[src/sv/cndl_pkg.sv]
// shared types and constants for the candlestick pattern classifier
// no dependencies; used by cndl_classify and candlestick_pattern_classifier
package cndl_pkg;

    localparam int PRICE_BITS_DEF = 32;
    localparam int CFG_IDX_W      = 2;
    localparam int CFG_DATA_W     = 8;
    localparam int RES_W          = 16;

    localparam logic [CFG_IDX_W-1:0] CFG_HAMMER_RATIO = 2'd0;
    localparam logic [CFG_IDX_W-1:0] CFG_DOJI_RATIO   = 2'd1;
    localparam logic [CFG_IDX_W-1:0] CFG_DOJI_DIV     = 2'd2;

    localparam logic [CFG_DATA_W-1:0] HAMMER_RATIO_RST = 8'd2;
    localparam logic [CFG_DATA_W-1:0] DOJI_RATIO_RST   = 8'd10;
    localparam logic [CFG_DATA_W-1:0] DOJI_DIV_RST     = 8'd4;

    localparam logic [1:0] STAR_NONE    = 2'd0;
    localparam logic [1:0] STAR_MORNING = 2'd1;
    localparam logic [1:0] STAR_EVENING = 2'd2;

    localparam logic [1:0] DOJI_NONE       = 2'd0;
    localparam logic [1:0] DOJI_LONG_LEG   = 2'd1;
    localparam logic [1:0] DOJI_DRAGONFLY  = 2'd2;
    localparam logic [1:0] DOJI_GRAVESTONE = 2'd3;

    localparam int PAT_STRICT_ENGULF  = 0;
    localparam int PAT_RELAXED_ENGULF = 1;
    localparam int PAT_STRICT_HARAMI  = 2;
    localparam int PAT_RELAXED_HARAMI = 3;
    localparam int PAT_PIERCE_CLOUD   = 4;

    typedef logic [1:0] t_hist_cnt;

    typedef struct packed {
        logic [CFG_DATA_W-1:0] hammer_ratio;
        logic [CFG_DATA_W-1:0] doji_ratio;
        logic [CFG_DATA_W-1:0] doji_div;
    } t_cfg;

    // packed lsb last: bull_patterns sits in the lowest bits
    typedef struct packed {
        logic [1:0] doji_kind;
        logic       hammer_seen;
        logic [1:0] star_kind;
        logic [4:0] bear_patterns;
        logic [4:0] bull_patterns;
    } t_result;

endpackage

[src/sv/cndl_classify.sv]
// combinational pattern tests for one candle against the held history
// depends on cndl_pkg
module cndl_classify #(
    parameter int PRICE_BITS = cndl_pkg::PRICE_BITS_DEF
) (
    input  logic [PRICE_BITS-1:0] i_open,
    input  logic [PRICE_BITS-1:0] i_high,
    input  logic [PRICE_BITS-1:0] i_low,
    input  logic [PRICE_BITS-1:0] i_close,
    input  logic [PRICE_BITS-1:0] i_prior_open,
    input  logic [PRICE_BITS-1:0] i_prior_high,
    input  logic [PRICE_BITS-1:0] i_prior_low,
    input  logic [PRICE_BITS-1:0] i_prior_close,
    input  logic [PRICE_BITS-1:0] i_older_open,
    input  logic [PRICE_BITS-1:0] i_older_close,
    input  cndl_pkg::t_hist_cnt   i_hist_cnt,
    input  cndl_pkg::t_cfg        i_cfg,
    output cndl_pkg::t_result     o_res
);

    localparam int PW = PRICE_BITS + 1;
    localparam int MW = PW + cndl_pkg::CFG_DATA_W + 1;

    logic signed [PW-1:0] s_open, s_high, s_low, s_close;
    logic signed [PW-1:0] top, bot, body, top_l, bot_l, h_top, rng;
    logic signed [cndl_pkg::CFG_DATA_W:0] hr, dr, dd, ddm1;
    logic signed [MW-1:0] hammer_prod, doji_prod, drag_lhs, drag_rhs, grave_lhs;
    logic [PRICE_BITS:0] two_close, prior_sum;
    logic bull_pair, bear_pair, have1, have2;
    logic [PRICE_BITS-1:0] o, h, l, c, po, ph, pl, pc, oo, oc;

    assign o  = i_open;
    assign h  = i_high;
    assign l  = i_low;
    assign c  = i_close;
    assign po = i_prior_open;
    assign ph = i_prior_high;
    assign pl = i_prior_low;
    assign pc = i_prior_close;
    assign oo = i_older_open;
    assign oc = i_older_close;

    assign s_open  = $signed({1'b0, o});
    assign s_high  = $signed({1'b0, h});
    assign s_low   = $signed({1'b0, l});
    assign s_close = $signed({1'b0, c});

    assign top   = (o > c) ? s_open : s_close;
    assign bot   = (o > c) ? s_close : s_open;
    assign body  = top - bot;
    assign top_l = top - s_low;
    assign bot_l = bot - s_low;
    assign h_top = s_high - top;
    assign rng   = s_high - s_low;

    assign hr   = $signed({1'b0, i_cfg.hammer_ratio});
    assign dr   = $signed({1'b0, i_cfg.doji_ratio});
    assign dd   = (i_cfg.doji_div == '0) ? $signed((cndl_pkg::CFG_DATA_W+1)'(1))
                                         : $signed({1'b0, i_cfg.doji_div});
    assign ddm1 = dd - $signed((cndl_pkg::CFG_DATA_W+1)'(1));

    assign hammer_prod = MW'(hr) * MW'(body);
    assign doji_prod   = MW'(dr) * MW'(body);
    assign drag_lhs    = MW'(bot_l) * MW'(dd);
    assign drag_rhs    = MW'(rng) * MW'(ddm1);
    assign grave_lhs   = MW'(top_l) * MW'(dd);

    assign two_close = {c, 1'b0};
    assign prior_sum = (PRICE_BITS+1)'(po) + (PRICE_BITS+1)'(pc);

    assign have1     = (i_hist_cnt != '0);
    assign have2     = i_hist_cnt[1];
    assign bull_pair = have1 && (po > pc) && (o < c);
    assign bear_pair = have1 && (po < pc) && (o > c);

    always_comb begin
        o_res = '0;
        if (bull_pair) begin
            o_res.bull_patterns[cndl_pkg::PAT_STRICT_ENGULF]  = (o < pl) && (c > ph);
            o_res.bull_patterns[cndl_pkg::PAT_RELAXED_ENGULF] = (o < pc) && (c > po);
            o_res.bull_patterns[cndl_pkg::PAT_STRICT_HARAMI]  = (h < po) && (l > pc);
            o_res.bull_patterns[cndl_pkg::PAT_RELAXED_HARAMI] = (c < po) && (o > pc);
            o_res.bull_patterns[cndl_pkg::PAT_PIERCE_CLOUD]   =
                (o < pl) && (two_close > prior_sum);
        end
        if (bear_pair) begin
            o_res.bear_patterns[cndl_pkg::PAT_STRICT_ENGULF]  = (o > ph) && (c < pl);
            o_res.bear_patterns[cndl_pkg::PAT_RELAXED_ENGULF] = (o > pc) && (c < po);
            o_res.bear_patterns[cndl_pkg::PAT_STRICT_HARAMI]  = (h < pc) && (l > po);
            o_res.bear_patterns[cndl_pkg::PAT_RELAXED_HARAMI] = (o < pc) && (c > po);
            o_res.bear_patterns[cndl_pkg::PAT_PIERCE_CLOUD]   =
                (o > ph) && (two_close < prior_sum);
        end
        if (have2) begin
            if ((oo > oc) && (o < c) && (oc > po) && (oc > pc) && (o > po) && (o > pc)) begin
                o_res.star_kind = cndl_pkg::STAR_MORNING;
            end else if ((oo < oc) && (o > c) && (oc < po) && (oc < pc)
                         && (o < po) && (o < pc)) begin
                o_res.star_kind = cndl_pkg::STAR_EVENING;
            end
        end
        o_res.hammer_seen = (MW'(top_l) > hammer_prod) && (body > h_top);
        if (MW'(rng) > doji_prod) begin
            if (drag_lhs > drag_rhs) begin
                o_res.doji_kind = cndl_pkg::DOJI_DRAGONFLY;
            end else if (grave_lhs < MW'(rng)) begin
                o_res.doji_kind = cndl_pkg::DOJI_GRAVESTONE;
            end else begin
                o_res.doji_kind = cndl_pkg::DOJI_LONG_LEG;
            end
        end
    end

endmodule

[config.mk]
export PLATFORM = sky130hd
export DESIGN_NAME = cndl_classify
export DESIGN_NICKNAME = d
export VERILOG_FILES = /design/src/sv/cndl_pkg.sv /design/src/sv/cndl_classify.sv
export SDC_FILE = /design/constraint.sdc
export NUM_CORES = 2
export LEC_CHECK = 0
export BUFFER_PORTS_ARGS = -buffer_cell sky130_fd_sc_hd__buf_2
export CELL_PAD_IN_SITES_DETAIL_PLACEMENT = 0
export CELL_PAD_IN_SITES_GLOBAL_PLACEMENT = 1
export CORE_AREA = 5 5 389 391
export DETAILED_ROUTE_END_ITERATION = 8
export DIE_AREA = 0 0 394 396
export PLACE_DENSITY = 0.82
export SYNTH_ARGS = -nofsm -noshare
export SYNTH_HDL_FRONTEND = slang
export SYNTH_SLANG_ARGS = --single-unit
export TNS_END_PERCENT = 1
[constraint.sdc]
create_clock -name vclk -period 14.23
set_clock_uncertainty 0.1 [all_clocks]
set_input_delay 0 -clock vclk [all_inputs]
set_output_delay 0 -clock vclk [all_outputs]
set_load 0.03 [all_outputs]
==> out/results.ini <==
[global_route]
grt_pass1_vias=67189
grt.overflow.total=0
grt_pass1_wl_um=401000
grt_max_degree=71
antenna_found_initial=56
grt_usage=0.332

[timing]
slew_headroom=0.101
drv_slew=0
hold_violations=0
fmax_mhz=74.8
period_share=0.940
finalSetupTns_ns=0
fin_crit_ns=13.37
finalSetupViolations=0
max_slew.worst_pin.slew_ns=1.32
rsz0062_at_grt=no

[drt]
ant_nets=0
wl_per_cell_um=23.3
drt_first_pass_iters=5
drt_wl_total_um=263000
viasPerCell=5.75
drtIter0Drc=4254
drc=0
vias=64834

[die]
start_util=0.497
dieArea_um2=156000
pin_count=361
rows=141
die_w_um=394
core_area_um2=147000
die_h_um=396

[worst_setup_path]
cp_data_arrival_time_ns=13.27
cp-start-kind=input pin
crit_fanout=27
endpoint_kind=output port
cp_slowest_cell=a21oi_1
worst_path_largest_cell_delay_ns=0.72
critPathRequiredTime_ns=14.13
critPathKind=in2out

[outcome]
outcome=completed

[yosys]
avgSynthCellArea_um2=8.07
yosysUniqueCellTypes=105
synth_top_cell_area_share=0.290
yosysWarnings=0
synth_top_area_cell=fa_1
synth_nets=11796
synthCells=9068
yosysSeqAreaShare=0
netlist_area_um2=73200
synth.top_cells.by_area=fa_1 29%, ha_1 23%, inv_1 8.7%

[worst_hold_path]
whs_path_depth=5
holdPathEnd=o_res[5]
min_from=i_prior_low[31]
hold_path_class=in2out

[finish]
final_common_cell=inv_1
finalNetCount=12058
final_cell_mix=1692 x inv_1, 1323 x ha_1, 1059 x fa_1
n_clock_buffer=0
seqCellArea_um2=0
fin_util=0.528
syn_to_final_growth_pct=6.21
drive_gt1_frac=0.0658
nFlopsAndLatches=0

[job]
maxCapViolCount=0

[cts]
cts_hold_buf=0

[placed_design]
hpwl_um=227000
place.gp.congestion=0.994
port_buffers=361

==> through the flow <==
step                      cells  worst slack (ns)  instance area (µm²)  hold WS (ns)
after floorplan            9068              2.07                73200         0.134
after global placement    11254             0.787                77600         0.477
after detailed placement  11254             0.529                77600         0.473
after CTS                 11254             0.470                77600         0.479
after global routing      11271           0.00163                77700         0.537
final                     11284             0.859                77700         0.480
==> Yosys cell counts (all sizes together) (16+ instances only) <==
cell and instances:
nand3 91, nor3 91, nor4 29, ha 1323
o31ai 22, a211o 18, o21a 97, nor2b 176
nand4 182, a2111oi 16, o211ai 24, xnor2 225
a31oi 34, a21o 317, and3 33, nor2 389
o21ai 348, inv 1693, and2 619, or2 16
clkbuf 186, buf 46, a21oi 487, o21bai 57
a21boi 21, a211oi 30, mux2i 16, nand2b 193
nand2 856, xor2 130, fa 1059, mux2 19
or3 23
==> worst max-delay path, delay by kind of cell <==
| family | cells | cell delay (ns) |
|---|---|---|
| AOI/OAI and AO/OA | 23 | 6.79 |
| xor gates and xnor gates | 1 | 0.15 |
| adders and majority gates | 8 | 3.69 |
| buffers and inverters | 8 | 1.28 |
| and+or+nand+nor | 8 | 1.33 |
==> cell type report <==
type	count	area (µm²)
repair buffers	492	2810
fillers	14293	69400
multi-input cells	7140	66100
diodes	26	65.1
inverters	1696	6370
well taps	1930	2410
==> routing by layer <==
layer	part of all wire	vias to the layer above	track usage
li1	-	30118	-
met3	0.069	511	0.0457
met1	0.41	31872	0.423
met4	0.060	14	0.158
met2	0.46	2319	0.558
met5	0.00034	-	0
==> kinds of logic (layout without fill, tap and decap cells) <==
family          after synthesis  after routing  share of synthesized area
fa+ha+maj                  2382           2382                      0.516
simple gates               2736           2736                      0.191
compound gates             1632           1632                      0.145
mux                          35             35                    0.00511
xor+xnor                    355            355                     0.0430
buf+inv                    1928           2188                      0.101
other cells                   0             26                          0
==> worst max-delay path by stage <==
stage | start | to | slack [ns] | cells past startpoint
final | i_close[12] | o_res[14] | 0.86 | 48
after global placement | i_close[12] | o_res[13] | 0.79 | 52
after CTS | i_close[12] | o_res[14] | 0.47 | 50
after global routing | i_close[12] | o_res[14] | 0.002 | 51
after detailed placement | i_close[12] | o_res[14] | 0.53 | 54
after floorplan | i_close[13] | o_res[14] | 2.07 | 55
==> repair_timing <==
item	CTS	global route
endpoints found under the setup margin	0	2
buffers inserted	0	4
resized for setup	0	12
